**src/hdl/assert_macros.svh**
```systemverilog
// Assertion macros shared by the frame receiver modules.
// Expects clk_i and rst_ni in the scope of each use.
`ifndef ASSERT_MACROS_SVH
`define ASSERT_MACROS_SVH

// Check on every rising edge, off while reset is asserted.
`define ASSERT_RST(label, prop, msg) \
  label: assert property (@(posedge clk_i) disable iff (!rst_ni) (prop)) else $error(msg);

// Check on every rising edge, reset included.
`define ASSERT_ALWAYS(label, prop, msg) \
  label: assert property (@(posedge clk_i) (prop)) else $error(msg);

`endif

```
**src/hdl/ufr_pkg.sv**
```systemverilog
// Package of the frame receiver: protocol constants, state enums, job record.
// No dependencies; imported by every module of the block.
package ufr_pkg;

  localparam logic [7:0]  StartByte  = 8'hA5;
  localparam logic [7:0]  NeedAck    = 8'h22;
  localparam logic [7:0]  AckCode    = 8'h12;
  localparam logic [7:0]  AckLenByte = 8'h04;
  localparam logic [7:0]  AckPad     = 8'h00;
  localparam logic [7:0]  ByteAllOne = 8'hFF;
  localparam logic [23:0] TypeA      = 24'h013040;
  localparam logic [23:0] TypeB      = 24'h013140;

  localparam int StoreDepth = 28;
  localparam int StoreAw    = $clog2(StoreDepth);
  localparam int HeaderLen  = 6;
  localparam int MinAckPay  = 3;
  localparam int JobDepth   = 2;
  localparam int JobAw      = $clog2(JobDepth);
  localparam int JobCntW    = $clog2(JobDepth + 1);

  // Fixed part of the acknowledge checksum: start byte, ack code, length byte.
  localparam logic [7:0] SumSeed = 8'(StartByte + AckCode + AckLenByte);
  localparam logic [3:0] AckLastIdx = 4'd9;

  typedef enum logic [1:0] {
    PH_HUNT    = 2'd0,
    PH_HEADER  = 2'd1,
    PH_PAYLOAD = 2'd2
  } phase_e;

  typedef enum logic [1:0] {
    BK_IDLE = 2'd0,
    BK_ACK  = 2'd1,
    BK_REC  = 2'd2
  } back_state_e;

  // Everything the back end needs to replay one finished frame.
  typedef struct packed {
    logic        ack_en;
    logic        rec_en;
    logic [7:0]  ack_b2;
    logic [7:0]  ack_b4;
    logic [7:0]  ack_cs;
    logic [7:0]  ack_b6;
    logic [7:0]  ack_b7;
    logic [7:0]  ack_b8;
    logic [23:0] firmware_version;
    logic [7:0]  power_code;
    logic [7:0]  fan_mode_code;
    logic [7:0]  fan_speed_code;
    logic [7:0]  display_level;
    logic [15:0] particle_reading;
    logic [7:0]  display_lock_code;
    logic [7:0]  auto_mode_code;
    logic [15:0] room_size;
  } job_t;

endpackage

```
**src/hdl/ufr_front.sv**
```systemverilog
// Front end: hunts for the start byte, parses header and payload, keeps the frame store.
// Uses ufr_pkg; pushes one job per finished frame that yields results.
`include "assert_macros.svh"

module ufr_front (
  input  logic          clk_i,
  input  logic          rst_ni,
  input  logic          push_i,
  input  logic [7:0]    rx_byte_i,
  output logic          full_o,
  input  logic          job_full_i,
  output logic          job_push_o,
  output ufr_pkg::job_t job_o
);
  import ufr_pkg::*;

  phase_e      phase_q, phase_d;
  logic [8:0]  byte_count_q, byte_count_d;
  logic [7:0]  payload_length_q, payload_length_d;
  logic [7:0]  sum_q, sum_d;
  logic [7:0]  store_q [StoreDepth];
  logic [7:0]  store_d [StoreDepth];
  logic        accept;
  logic        done;
  logic [8:0]  total;
  logic [23:0] frame_type;
  logic        ack_en;
  logic        rec_en;

  assign accept = push_i & ~job_full_i;
  assign full_o = job_full_i;

  always_comb begin
    phase_d          = phase_q;
    byte_count_d     = byte_count_q;
    payload_length_d = payload_length_q;
    sum_d            = sum_q;
    done             = 1'b0;
    for (int i = 0; i < StoreDepth; i++) begin
      store_d[i] = store_q[i];
    end
    if (accept) begin
      case (phase_q)
        PH_HEADER, PH_PAYLOAD: begin
          if (byte_count_q < 9'(StoreDepth)) begin
            store_d[byte_count_q[StoreAw-1:0]] = rx_byte_i;
          end
          if (byte_count_q == 9'd2 || byte_count_q == 9'd4 || byte_count_q == 9'd6 ||
              byte_count_q == 9'd7 || byte_count_q == 9'd8) begin
            sum_d = sum_q + rx_byte_i;
          end
          byte_count_d = byte_count_q + 9'd1;
          if (phase_q == PH_HEADER) begin
            if (byte_count_q == 9'd3) begin
              payload_length_d = rx_byte_i;
            end
            if (byte_count_d >= 9'(HeaderLen)) begin
              if (payload_length_d == 8'd0) begin
                phase_d = PH_HUNT;
                done    = 1'b1;
              end else begin
                phase_d = PH_PAYLOAD;
              end
            end
          end else if (byte_count_d >= {1'b0, payload_length_q} + 9'(HeaderLen)) begin
            phase_d = PH_HUNT;
            done    = 1'b1;
          end
        end
        default: begin
          // Hunt; an unused phase code behaves the same.
          phase_d = PH_HUNT;
          if (rx_byte_i == StartByte) begin
            store_d[0]       = rx_byte_i;
            byte_count_d     = 9'd1;
            payload_length_d = 8'd0;
            sum_d            = SumSeed;
            phase_d          = PH_HEADER;
          end
        end
      endcase
    end
  end

  // Build the job from the updated store so the closing byte is included.
  assign total      = {1'b0, payload_length_d} + 9'(HeaderLen);
  assign frame_type = {store_d[6], store_d[7], store_d[8]};
  assign ack_en     = (store_d[1] == NeedAck) && (payload_length_d >= 8'(MinAckPay));
  assign rec_en     = (total == 9'(StoreDepth)) &&
                      ((frame_type == TypeA) || (frame_type == TypeB));
  assign job_push_o = done & (ack_en | rec_en);

  always_comb begin
    job_o.ack_en            = ack_en;
    job_o.rec_en            = rec_en;
    job_o.ack_b2            = store_d[2];
    job_o.ack_b4            = store_d[4];
    job_o.ack_cs            = ByteAllOne - sum_d;
    job_o.ack_b6            = store_d[6];
    job_o.ack_b7            = store_d[7];
    job_o.ack_b8            = store_d[8];
    job_o.firmware_version  = {store_d[12], store_d[11], store_d[10]};
    job_o.power_code        = store_d[13];
    job_o.fan_mode_code     = store_d[14];
    job_o.fan_speed_code    = store_d[18];
    job_o.display_level     = store_d[16];
    job_o.particle_reading  = {store_d[22], store_d[21]};
    job_o.display_lock_code = store_d[23];
    job_o.auto_mode_code    = store_d[24];
    job_o.room_size         = {store_d[26], store_d[25]};
  end

  always_ff @(posedge clk_i or negedge rst_ni) begin
    if (!rst_ni) begin
      phase_q          <= PH_HUNT;
      byte_count_q     <= 9'd0;
      payload_length_q <= 8'd0;
      sum_q            <= 8'd0;
    end else begin
      phase_q          <= phase_d;
      byte_count_q     <= byte_count_d;
      payload_length_q <= payload_length_d;
      sum_q            <= sum_d;
    end
  end

  always_ff @(posedge clk_i) begin
    for (int i = 0; i < StoreDepth; i++) begin
      store_q[i] <= store_d[i];
    end
  end

  `ASSERT_RST(a_push_ends_frame, job_push_o |=> (phase_q == PH_HUNT), "job pushed mid-frame")

endmodule

```
**src/hdl/ufr_job_fifo.sv**
```systemverilog
// Short job queue between front and back end.
// Uses ufr_pkg for the job record and the queue depth.
`include "assert_macros.svh"

module ufr_job_fifo (
  input  logic          clk_i,
  input  logic          rst_ni,
  input  logic          push_i,
  input  ufr_pkg::job_t data_i,
  output logic          full_o,
  input  logic          pop_i,
  output logic          empty_o,
  output ufr_pkg::job_t data_o
);
  import ufr_pkg::*;

  job_t               mem_q [JobDepth];
  logic [JobAw-1:0]   wr_ptr_q;
  logic [JobAw-1:0]   rd_ptr_q;
  logic [JobCntW-1:0] cnt_q;
  logic               do_push;
  logic               do_pop;

  assign full_o  = (cnt_q == JobCntW'(JobDepth));
  assign empty_o = (cnt_q == '0);
  assign do_push = push_i & ~full_o;
  assign do_pop  = pop_i & ~empty_o;
  assign data_o  = mem_q[rd_ptr_q];

  always_ff @(posedge clk_i or negedge rst_ni) begin
    if (!rst_ni) begin
      wr_ptr_q <= '0;
      rd_ptr_q <= '0;
      cnt_q    <= '0;
    end else begin
      if (do_push) begin
        wr_ptr_q <= (wr_ptr_q == JobAw'(JobDepth - 1)) ? '0 : wr_ptr_q + 1'b1;
      end
      if (do_pop) begin
        rd_ptr_q <= (rd_ptr_q == JobAw'(JobDepth - 1)) ? '0 : rd_ptr_q + 1'b1;
      end
      case ({do_push, do_pop})
        2'b10:   cnt_q <= cnt_q + 1'b1;
        2'b01:   cnt_q <= cnt_q - 1'b1;
        default: cnt_q <= cnt_q;
      endcase
    end
  end

  always_ff @(posedge clk_i) begin
    if (do_push) begin
      mem_q[wr_ptr_q] <= data_i;
    end
  end

  `ASSERT_RST(a_cnt_bound, cnt_q <= JobCntW'(JobDepth), "job count beyond depth")
  `ASSERT_RST(a_no_pop_empty, pop_i |-> (cnt_q != '0), "job popped from empty queue")

endmodule

```
**src/hdl/ufr_back.sv**
```systemverilog
// Back end: replays a queued job as acknowledge bytes and/or a status record.
// Uses ufr_pkg; drives the result register seen on the output queue ports.
`include "assert_macros.svh"

module ufr_back (
  input  logic          clk_i,
  input  logic          rst_ni,
  input  logic          job_empty_i,
  input  ufr_pkg::job_t job_i,
  output logic          job_pop_o,
  output logic          empty_o,
  input  logic          pop_i,
  output logic          kind_o,
  output logic [7:0]    tx_byte_o,
  output logic          last_o,
  output logic [23:0]   firmware_version_o,
  output logic [7:0]    power_code_o,
  output logic [7:0]    fan_mode_code_o,
  output logic [7:0]    fan_speed_code_o,
  output logic [7:0]    display_level_o,
  output logic [15:0]   particle_reading_o,
  output logic [7:0]    display_lock_code_o,
  output logic [7:0]    auto_mode_code_o,
  output logic [15:0]   room_size_o
);
  import ufr_pkg::*;

  typedef struct packed {
    logic        kind;
    logic [7:0]  tx_byte;
    logic        last;
    logic [23:0] firmware_version;
    logic [7:0]  power_code;
    logic [7:0]  fan_mode_code;
    logic [7:0]  fan_speed_code;
    logic [7:0]  display_level;
    logic [15:0] particle_reading;
    logic [7:0]  display_lock_code;
    logic [7:0]  auto_mode_code;
    logic [15:0] room_size;
  } res_t;

  back_state_e state_q, state_d;
  logic [3:0]  idx_q, idx_d;
  logic        out_valid_q, out_valid_d;
  res_t        res_q, res_d;
  logic        out_free;
  logic        load;
  logic [7:0]  ack_byte;

  assign out_free = ~out_valid_q | pop_i;

  always_comb begin
    case (idx_q)
      4'd0:    ack_byte = StartByte;
      4'd1:    ack_byte = AckCode;
      4'd2:    ack_byte = job_i.ack_b2;
      4'd3:    ack_byte = AckLenByte;
      4'd4:    ack_byte = job_i.ack_b4;
      4'd5:    ack_byte = job_i.ack_cs;
      4'd6:    ack_byte = job_i.ack_b6;
      4'd7:    ack_byte = job_i.ack_b7;
      4'd8:    ack_byte = job_i.ack_b8;
      default: ack_byte = AckPad;
    endcase
  end

  always_comb begin
    state_d   = state_q;
    idx_d     = idx_q;
    job_pop_o = 1'b0;
    load      = 1'b0;
    res_d     = '0;
    case (state_q)
      BK_IDLE: begin
        if (!job_empty_i) begin
          idx_d   = 4'd0;
          state_d = job_i.ack_en ? BK_ACK : BK_REC;
        end
      end
      BK_ACK: begin
        if (out_free) begin
          load          = 1'b1;
          res_d.kind    = 1'b0;
          res_d.tx_byte = ack_byte;
          res_d.last    = (idx_q == AckLastIdx) & ~job_i.rec_en;
          if (idx_q == AckLastIdx) begin
            if (job_i.rec_en) begin
              state_d = BK_REC;
            end else begin
              job_pop_o = 1'b1;
              state_d   = BK_IDLE;
            end
          end else begin
            idx_d = idx_q + 4'd1;
          end
        end
      end
      BK_REC: begin
        if (out_free) begin
          load                    = 1'b1;
          res_d.kind              = 1'b1;
          res_d.last              = 1'b1;
          res_d.firmware_version  = job_i.firmware_version;
          res_d.power_code        = job_i.power_code;
          res_d.fan_mode_code     = job_i.fan_mode_code;
          res_d.fan_speed_code    = job_i.fan_speed_code;
          res_d.display_level     = job_i.display_level;
          res_d.particle_reading  = job_i.particle_reading;
          res_d.display_lock_code = job_i.display_lock_code;
          res_d.auto_mode_code    = job_i.auto_mode_code;
          res_d.room_size         = job_i.room_size;
          job_pop_o               = 1'b1;
          state_d                 = BK_IDLE;
        end
      end
      default: begin
        state_d = BK_IDLE;
      end
    endcase
  end

  // Hold the result until popped; reload in the same cycle it drains.
  assign out_valid_d = load | (out_valid_q & ~pop_i);

  always_ff @(posedge clk_i or negedge rst_ni) begin
    if (!rst_ni) begin
      state_q     <= BK_IDLE;
      idx_q       <= 4'd0;
      out_valid_q <= 1'b0;
    end else begin
      state_q     <= state_d;
      idx_q       <= idx_d;
      out_valid_q <= out_valid_d;
    end
  end

  always_ff @(posedge clk_i) begin
    if (load) begin
      res_q <= res_d;
    end
  end

  assign empty_o             = ~out_valid_q;
  assign kind_o              = res_q.kind;
  assign tx_byte_o           = res_q.tx_byte;
  assign last_o              = res_q.last;
  assign firmware_version_o  = res_q.firmware_version;
  assign power_code_o        = res_q.power_code;
  assign fan_mode_code_o     = res_q.fan_mode_code;
  assign fan_speed_code_o    = res_q.fan_speed_code;
  assign display_level_o     = res_q.display_level;
  assign particle_reading_o  = res_q.particle_reading;
  assign display_lock_code_o = res_q.display_lock_code;
  assign auto_mode_code_o    = res_q.auto_mode_code;
  assign room_size_o         = res_q.room_size;

  `ASSERT_RST(a_busy_has_job, (state_q != BK_IDLE) |-> !job_empty_i, "replay without a job")
  `ASSERT_RST(a_ack_idx_range, (state_q == BK_ACK) |-> (idx_q <= AckLastIdx), "ack index overrun")

endmodule

```
**src/hdl/uart_frame_receiver_with_ack.sv**
```systemverilog
// Frame receiver with acknowledge: one received byte per transfer, up to 11 results per frame.
// Throughput: one byte a cycle while full is low; a finished frame's job is queued.
// The back end replays it, one result a cycle into the result register while pop keeps up.
// The two-entry job queue sets how many finished frames may wait; full rises when it fills.
// Reset: asynchronous, active low; clears parser, queue and result valid, no clearing pass.
module uart_frame_receiver_with_ack (
  input  logic        clk_i,
  input  logic        rst_ni,
  // Input queue side
  input  logic        push,
  output logic        full,
  input  logic [7:0]  rx_byte_i,
  // Result queue side
  output logic        empty,
  input  logic        pop,
  output logic        kind_o,
  output logic [7:0]  tx_byte_o,
  output logic        last_o,
  output logic [23:0] firmware_version_o,
  output logic [7:0]  power_code_o,
  output logic [7:0]  fan_mode_code_o,
  output logic [7:0]  fan_speed_code_o,
  output logic [7:0]  display_level_o,
  output logic [15:0] particle_reading_o,
  output logic [7:0]  display_lock_code_o,
  output logic [7:0]  auto_mode_code_o,
  output logic [15:0] room_size_o
);
  import ufr_pkg::*;

  // Job transfer between front end and queue, and queue and back end.
  job_t job_in;
  job_t job_head;
  logic job_push;
  logic job_full;
  logic job_pop;
  logic job_empty;

  // Front end: parse the byte stream and snapshot each finished frame as a job.
  // It keeps taking bytes while the back end replays earlier frames, unless the job queue is full.
  ufr_front u_front (
    .clk_i      (clk_i),
    .rst_ni     (rst_ni),
    .push_i     (push),
    .rx_byte_i  (rx_byte_i),
    .full_o     (full),
    .job_full_i (job_full),
    .job_push_o (job_push),
    .job_o      (job_in)
  );

  // Queue: decouple parsing from result delivery.
  ufr_job_fifo u_job_fifo (
    .clk_i   (clk_i),
    .rst_ni  (rst_ni),
    .push_i  (job_push),
    .data_i  (job_in),
    .full_o  (job_full),
    .pop_i   (job_pop),
    .empty_o (job_empty),
    .data_o  (job_head)
  );

  // Back end: replay the head job as ten acknowledge bytes and/or one status
  // record, marking the final one with last; drop the job after its last result.
  ufr_back u_back (
    .clk_i               (clk_i),
    .rst_ni              (rst_ni),
    .job_empty_i         (job_empty),
    .job_i               (job_head),
    .job_pop_o           (job_pop),
    .empty_o             (empty),
    .pop_i               (pop),
    .kind_o              (kind_o),
    .tx_byte_o           (tx_byte_o),
    .last_o              (last_o),
    .firmware_version_o  (firmware_version_o),
    .power_code_o        (power_code_o),
    .fan_mode_code_o     (fan_mode_code_o),
    .fan_speed_code_o    (fan_speed_code_o),
    .display_level_o     (display_level_o),
    .particle_reading_o  (particle_reading_o),
    .display_lock_code_o (display_lock_code_o),
    .auto_mode_code_o    (auto_mode_code_o),
    .room_size_o         (room_size_o)
  );

endmodule

```
**config.mk**
```make
export PLATFORM = sky130hd
export DESIGN_NAME = uart_frame_receiver_with_ack
export DESIGN_NICKNAME = d
export VERILOG_FILES = /design/src/hdl/ufr_pkg.sv /design/src/hdl/ufr_front.sv /design/src/hdl/ufr_job_fifo.sv /design/src/hdl/ufr_back.sv /design/src/hdl/uart_frame_receiver_with_ack.sv
export VERILOG_INCLUDE_DIRS = /design/src /design/src/hdl
export SDC_FILE = /design/constraint.sdc
export NUM_CORES = 1
export LEC_CHECK = 0
export BUFFER_PORTS_ARGS = -buffer_cell sky130_fd_sc_hd__buf_2
export CORE_MARGIN = 8
export CORE_UTILIZATION = 45
export CTS_BUF_LIST = sky130_fd_sc_hd__clkbuf_4
export DETAILED_ROUTE_END_ITERATION = 16
export HOLD_SLACK_MARGIN = 0.02
export SLEW_MARGIN = 20
export SYNTH_ARGS = -nofsm -noshare
export SYNTH_HDL_FRONTEND = slang
export SYNTH_SLANG_ARGS = --single-unit
```
**constraint.sdc**
```tcl
create_clock -name clk_i -period 18 [get_ports clk_i]
set_input_delay 2.7 -clock clk_i [delete_from_list [all_inputs] [get_ports clk_i]]
set_output_delay 2.7 -clock clk_i [all_outputs]
set_load 0.005 [all_outputs]
```
==> metrics.md, run 1 <==
| Metric | Value |
|---|---|
| Status | `finished, final reports clean` |
| Die Wd | `243.1 µm` |
| H-tree levels | `4` |
| Final hold violation count | `0` |
| Slew Limit Fails | `0` |
| Die outline height | `243.1 µm` |
| Post-synthesis net count | `1,624` |
| First-pass GRT wire length | `77.58 mm` |
| Synth top area cells | `edfxtp_1 55%, dfxtp_1 13%, mux2_2 5.8%` |
| Post-DP Area | `24,510 µm²` |
| Syn Inst Count | `1,579` |
| Hold Buf Count CTS | `0` |
| Max_cap viols | `0` |
| P per Cell Area | `123.8 nW/µm²` |
| Crit path time final | `7429 ps` |
| Worst Hold Path Cells | `2` |
| Design area | `26,620 µm²` |
| Slew @ Worst Pin | `1099 ps` |
| Unrepaired setup endpoints after global routing | `false` |
| Gpl congestion | `0.8512` |
| # rows | `83` |
| Starting density of the core | `45.33%` |
| R2r endpoint | `u_job_fifo.mem_q[1][73]$_DFFE_PP_` |
| Pre-antenna DRT Iters | `5` |
| CTS tree | `done` |
| Peak supply drop | `0.07341 mV` |
| Worst-path fanout max | `75` |
| Post-route DRC | `0` |
| Clock-pin slew on the worst setup and hold paths | `60 ps` |
| PortBufs | `127` |
| Crit-path most repeated cell | `buf_4` |
| Yosys top cell by area | `edfxtp_1` |
| Crit start category | `input port` |
| Fill cells | `4,335` |
| Yosys synthesis warning count | `0` |
| Synth top area share | `54.60%` |
| Worst rel slew slack | `26.76%` |
| Hold EP | `u_front.store_q[0][9]$_DFF_P_` |
| WS Path Type | `input port to flip-flop` |
| Crit path buf inv count | `3` |
| Setup TNS | `0 ps` |
| Synth async-reset ratio | `6.209%` |
| CP required | `18,510 ps` |
| Postcts setup bufs | `0` |
| Critical Path Sink Type | `flip-flop` |
| Total track usage | `16.92%` |
| CTS Root Cell | `clkbuf_4` |
| Mean Syn Cell Area | `14.70 µm²` |
| WHS | `456.7 ps` |
| Hold wc startpoint | `u_front.store_q[0][9]$_DFF_P_` |
| F_max | `0.1346 GHz` |
| Clock buffer depth | `3` |
| Inst Count DP | `2,313` |
| Die Area | `59,100 µm²` |
| CP max stage delay | `910 ps` |
| Share of cells above drive strength 1 | `27.72%` |
| Met3 wire len | `2.723 mm` |
| Non-filler instance count after layout | `2,601` |
| Post-synth EDFFs | `422` |
| Worst skew pair latency | `920 ps` |
| Routed length per placed instance | `19.27 µm` |
| Post-detailed-routing wire length | `50.12 mm` |
| Largest net degree at the start of global routing | `146` |
| Reg2reg path depth | `13` |
| Yosys reg bits | `612` |
| Number of global-route vias before repair | `13.63k` |
| Top Metal Used | `met4` |
| CTS Sinks | `612` |
| Arr. time, crit path | `7940 ps` |
| CP cell instances | `buf_2 > nor4bb_1 > and4_1 > a2bb2oi_1 > a22oi_1 > ha_1 > a221o_1 > a21oi_1 > nand4_1 > a211o_1 > nor2_4 > buf_4 > buf_4` |
| Min-delay worst type | `flip-flop to flip-flop` |
| Final Util | `52.00%` |
| Core Area | `51,200 µm²` |
| Worst Skew | `51.24 ps` |
| Count leader, synth | `edfxtp_1` |
| I/O Pins | `128` |
| Initial detailed-routing violation count | `731` |
| DR vias | `13.35k` |
| Commonest cells post-synth | `422 x edfxtp_1, 152 x dfxtp_1, 151 x nor2_1` |
| Met1 wire length | `21.86 mm` |
| Initial antenna violation count | `2` |
| Post-CTS Resized | `0` |
| Post-layout net count | `1,835` |
| Met2 routed WL | `24.58 mm` |
| Pleak | `0.009642 µW` |
| Sequential area share after synthesis | `71.81%` |
| Final Setup Violations | `0` |
| Via-to-Cell Ratio | `5.134` |
| Critical Path Slowest Stage Cell | `buf_4` |
| Multi-input gate area | `6123 µm²` |
| Final Cycle Share | `41.27%` |
| CP top delay family | `buffers and inverters` |
| FF+latch area | `16,670 µm²` |
| Antenna viol nets, final | `0` |
| Distinct cells, synth | `61` |
| FF-to-FF setup slack | `11,700 ps` |
| CTS Buf Count | `155` |
| Area grow syn2layout | `14.71%` |
| Worst r2r src | `u_front.byte_count_q[0]$_DFFE_PN0P_` |
| GRT overflow | `0` |
| DP Wirelength | `31.33 mm` |
| Main flop type after synthesis | `edfxtp_1` |
| Mapped Area | `23,210 µm²` |
==> layer usage <==
layer | GRT usage (%) | vias to the layer above
li1 | - | 6357
met1 | 21.12 | 6552
met2 | 27.68 | 368
met3 | 5.107 | 77
met4 | 6.135 | 0
met5 | 0 | -
==> cell usage in the layout (no fill, tap or decap), types with 4 or more instances in the layout <==
cell type  count
buf_4          4
a22o_1        10
buf_2        127
clkbuf_4     254
nand4_1       11
or4_1          4
xnor2_1       14
a22oi_1       28
nor2_1       149
a21o_1         5
o22ai_1       10
mux2i_1      129
nand3_1       23
inv_1         40
nor2b_1        7
xor2_1        10
nor4_1         5
dfrtp_1       37
nand2b_1       9
dfxtp_1      152
ha_1          32
nand2_1       88
clkinv_1      21
a211oi_1       6
edfxtp_1     422
inv_2          5
and2_1        10
nor3_1        13
mux2_2       120
a21oi_1       33
o21ai_0       70
and3_1         6
==> worst register-to-register path, cell delays in order (launching register included) <==
cell and delay [ps]:
dfrtp_1 490, ha_1 550, nor4b_1 380, nand2_1 160, nor2_1 640, a22oi_1 240, ha_1 290, a221o_1 260
a21oi_1 170, nand4_1 140, a211o_1 410, nor2_4 320, buf_4 860, buf_4 950
==> worst max path at each step <==
stage / depth (start not counted) / to / from / slack [ps]
after global placement: 13 / u_job_fifo.mem_q[1][74]$_DFFE_PP_ / rx_byte_i[6] / 9770
final: 13 / u_job_fifo.mem_q[1][73]$_DFFE_PP_ / rx_byte_i[6] / 10570
after detailed placement: 13 / u_job_fifo.mem_q[1][74]$_DFFE_PP_ / rx_byte_i[6] / 9640
after CTS: 13 / u_job_fifo.mem_q[1][68]$_DFFE_PP_ / rx_byte_i[6] / 10670
after global routing: 13 / u_job_fifo.mem_q[1][68]$_DFFE_PP_ / rx_byte_i[6] / 10220
after floorplan: 10 / u_job_fifo.mem_q[0][0]$_DFFE_PP_ / rx_byte_i[7] / 6190
==> area by class of cell <==
type	count	area share, %
inverters	41	0.5875
multi-input cells	847	23.00
well taps	680	3.196
flip-flops and latches	612	62.62
repair buffers	133	2.651
clock buffers	254	7.163
diodes	2	0.01880
clock inverters	32	0.7614
==> state kept, by name, summed over array words and instances (netlist names), 8 cells and up <==
name	flops
u_back.room_size_o	16
u_back.tx_byte_o	8
u_back.auto_mode_code_o	8
u_back.power_code_o	8
u_front.sum_q	8
u_back.firmware_version_o	24
u_front.payload_length_q	8
u_front.byte_count_q	9
u_back.fan_speed_code_o	8
u_back.particle_reading_o	16
u_front.store_q	152
u_back.fan_mode_code_o	8
u_back.display_level_o	8
u_back.display_lock_code_o	8
u_job_fifo.mem_q	308
==> cells by family after synthesis <==
family,after synthesis,synth area share (%)
compound gates,190,5.170
xor+xnor,24,0.9058
fa+ha+maj,33,1.812
buf+inv,120,1.957
flops,612,71.81
mux,249,11.39
simple gates,351,6.955
==> through the flow <==
stage	setup slack, ps	power [µW]
global placement	9767	2121
finish	10570	3296
floorplan	6193	1952
global route	10220	3472
CTS	10670	3350
detailed placement	9644	2128
==> power breakdown <==
group          total, µW  leakage (µW)  internal (µW)  switching (µW)
sequential          1690       0.00539           1650            34.3
combinational        399       0.00298            136             263
clock               1210       0.00128            679             529
Note: power is estimated with default switching activity, not from simulation.
==> run 2: changes to the inputs <==
==> constraint.sdc (replaced) <==
create_clock -name clk_i -period 6.9 [get_ports clk_i]
set_input_delay 1.035 -clock clk_i [delete_from_list [all_inputs] [get_ports clk_i]]
set_output_delay 1.035 -clock clk_i [all_outputs]
set_load 0.005 [all_outputs]
==> metrics.md, run 2 (synthesized netlist as in run 1, its figures left out) <==
| Metric | Value |
|---|---|
| CP cell instances | `ha_1 > nor4b_1 > nand2_1 > nor2_1 > a22oi_1 > ha_1 > a221o_1 > a21oi_1 > nand4_1 > a211o_1 > nor2_4 > buf_12` |
| Clock buffer depth | `3 (unchanged)` |
| Met3 usage | `5.227% (+0.12 points)` |
| GR met2 Demand/Resource | `27.03% (-0.64 points)` |
| Final Cycle Share | `73.76%` |
| Global-route met1 utilization | `21.39% (+0.27 points)` |
| Hold Buf Count CTS | `0 (unchanged)` |
| Largest net degree at the start of global routing | `75 (-49%)` |
| Critical Path Sink Type | `flip-flop` |
| Most frequent cells in the layout | `422 x edfxtp_1, 251 x clkbuf_4, 152 x dfxtp_1` |
| Post-CTS Resized | `0 (unchanged)` |
| Worst-path fanout max | `47 (-37%)` |
| # rows | `83 (unchanged)` |
| I/O Pins | `128 (unchanged)` |
| Routed length per placed instance | `19.05 µm (-1.1%)` |
| Crit path buf inv count | `1 (-2)` |
| Pleak | `0.009705 µW (+0.65%)` |
| Peak supply drop | `0.1445 mV (+97%)` |
| Core Area | `51,200 µm² (unchanged)` |
| Initial antenna violation count | `2 (unchanged)` |
| Total track usage | `16.90% (-0.024 points)` |
| Final Util | `52.28% (+0.29 points)` |
| CTS Sinks | `612 (unchanged)` |
| Critical Path Stages | `12 (-1)` |
| Pre-antenna DRT Iters | `5 (unchanged)` |
| Final Setup Violations | `0 (unchanged)` |
| Post-layout net count | `1,847 (+0.65%)` |
| Worst rel slew slack | `30.02% (+3.3 points)` |
| Design area | `26,770 µm² (+0.55%)` |
| Via-to-Cell Ratio | `5.110 (-0.48%)` |
| WHS | `453.3 ps (-3.392 ps)` |
| CTS Buf Count | `156 (+0.65%)` |
| Slew @ Worst Pin | `1046 ps (-52.79 ps)` |
| Min-delay worst type | `flip-flop to flip-flop` |
| Antenna viol nets, final | `0 (unchanged)` |
| Initial detailed-routing violation count | `857 (+17%)` |
| CP required | `7480 ps (-11,030 ps)` |
| FF-to-FF setup slack | `1810 ps (-9890 ps)` |
| Postcts setup bufs | `0 (unchanged)` |
| Post-DP Area | `24,600 µm² (+0.37%)` |
| Arr. time, crit path | `5670 ps (-2270 ps)` |
| Area grow syn2layout | `15.34%` |
| Crit-path most repeated cell | `ha_1` |
| Crit start category | `flip-flop` |
| CP top delay family | `simple AND/OR/NAND/NOR gates` |
| GRT overflow | `0 (unchanged)` |
| R2r endpoint | `u_job_fifo.mem_q[1][72]$_DFFE_PP_` |
| P per Cell Area | `320.7 nW/µm² (+160%)` |
| CTS Root Cell | `clkbuf_4` |
| Reg2reg path depth | `12 (-1)` |
| Die Area | `59,100 µm² (unchanged)` |
| Hold wc startpoint | `u_front.store_q[0][9]$_DFF_P_` |
| H-tree levels | `4 (unchanged)` |
| PortBufs | `127 (unchanged)` |
| Most common cell after layout, fill and taps aside | `edfxtp_1` |
| Post-detailed-routing wire length | `49.92 mm (-0.39%)` |
| CP max stage delay | `700 ps (-210 ps)` |
| Max reg flops | `308 (unchanged)` |
| Share of cells above drive strength 1 | `28.08% (+0.35 points)` |
| Worst Hold Path Cells | `2 (unchanged)` |
| First-pass GRT wire length | `77.78 mm (+0.27%)` |
| Most flops, register | `u_job_fifo.mem_q` |
| Final hold violation count | `0 (unchanged)` |
| DR vias | `13.39k (+0.25%)` |
| Critical Path Slowest Stage Cell | `nor2_4` |
| Hold EP | `u_front.store_q[0][9]$_DFF_P_` |
| Clock-pin slew on the worst setup and hold paths | `60 ps (about the same)` |
| Number of global-route vias before repair | `13.68k (+0.32%)` |
| Die Wd | `243.1 µm (unchanged)` |
| DP Wirelength | `31.73 mm (+1.3%)` |
| Worst r2r src | `u_front.byte_count_q[0]$_DFFE_PN0P_` |
| WS Path Type | `flip-flop to flip-flop` |
| Starting density of the core | `45.33% (unchanged)` |
| CTS tree | `done` |
| Gpl congestion | `0.8588 (+0.89%)` |
| Crit path time final | `5089 ps` |
| Die outline height | `243.1 µm (unchanged)` |
| Overall power | `8586 µW (+160%)` |
| Slew Limit Fails | `0 (unchanged)` |
| GR peak layer | `met2` |
| Max_cap viols | `0 (unchanged)` |
| Unrepaired setup endpoints after global routing | `false` |
| Post-route DRC | `0 (unchanged)` |
| Status | `finished, final reports clean` |
| Worst skew pair latency | `930 ps (about the same)` |
| Worst Skew | `30.83 ps (-20.41 ps)` |
| F_max | `0.1965 GHz` |
[run 2: changes by cell type in the layout (fill, tap and decap cells not counted), moves of 3 or more]
| cell | delta |
|---|---|
| buf_4 | +6 |
| buf_12 | +4 |
| diode_2 | +4 |
| clkbuf_4 | -3 |
| clkinv_1 | +3 |
| clkinvlp_4 | +3 |
[run 2: how the worst max path moves through the flow]
| stage | from | endpoint | slack (ps) |
|---|---|---|---|
| after floorplan | rx_byte_i[7] | u_job_fifo.mem_q[0][0]$_DFFE_PP_ | -650 |
| after global placement | rx_byte_i[6] | u_job_fifo.mem_q[1][76]$_DFFE_PP_ | 1420 |
| after detailed placement | rx_byte_i[6] | u_job_fifo.mem_q[1][76]$_DFFE_PP_ | 1380 |
| after CTS | u_front.byte_count_q[0]$_DFFE_PN0P_ | u_job_fifo.mem_q[1][43]$_DFFE_PP_ | 1800 |
| after global routing | u_front.byte_count_q[0]$_DFFE_PN0P_ | u_job_fifo.mem_q[1][78]$_DFFE_PP_ | 1390 |
| final | u_front.byte_count_q[0]$_DFFE_PN0P_ | u_job_fifo.mem_q[1][72]$_DFFE_PP_ | 1810 |
[run 2: final cells by class]
class | instances | area (µm²)
flip-flops and latches | 612 | 16670
multi-input cells | 847 | 6112
inverters | 41 | 156.4
repair buffers | 144 | 840.8
diodes | 6 | 15.01
clock inverters | 39 | 239.0
clock buffers | 251 | 1884
well taps | 680 | 850.8
fillers | 4341 | 24430
[run 2: per-stage QoR]
step	std cells	worst slack, ps	setup TNS, ps
5_1_grt	2620	1393	0
2_1_floorplan	1579	-647.5	-199400
3_3_place_gp	2322	1419	0
3_5_place_dp	2322	1377	0
4_1_cts	2612	1799	0
6_report	2620	1811	0
[run 2: tightest hold or removal path: stages, from the launching register on]
cell and delay (ps):
dfxtp_1 330, nand2_1 40, o21ai_0 50
[run 2: where the power goes]
group	internal (µW)	switching (µW)
registers	4310	86.7
clock network	1760	1400
logic	355	674
[run 2: layer usage]
metal	wire, µm	share of wire, %
met1	22270	45
met2	23820	48
met3	2726	5.5
met4	1107	2.2
met5	0	0
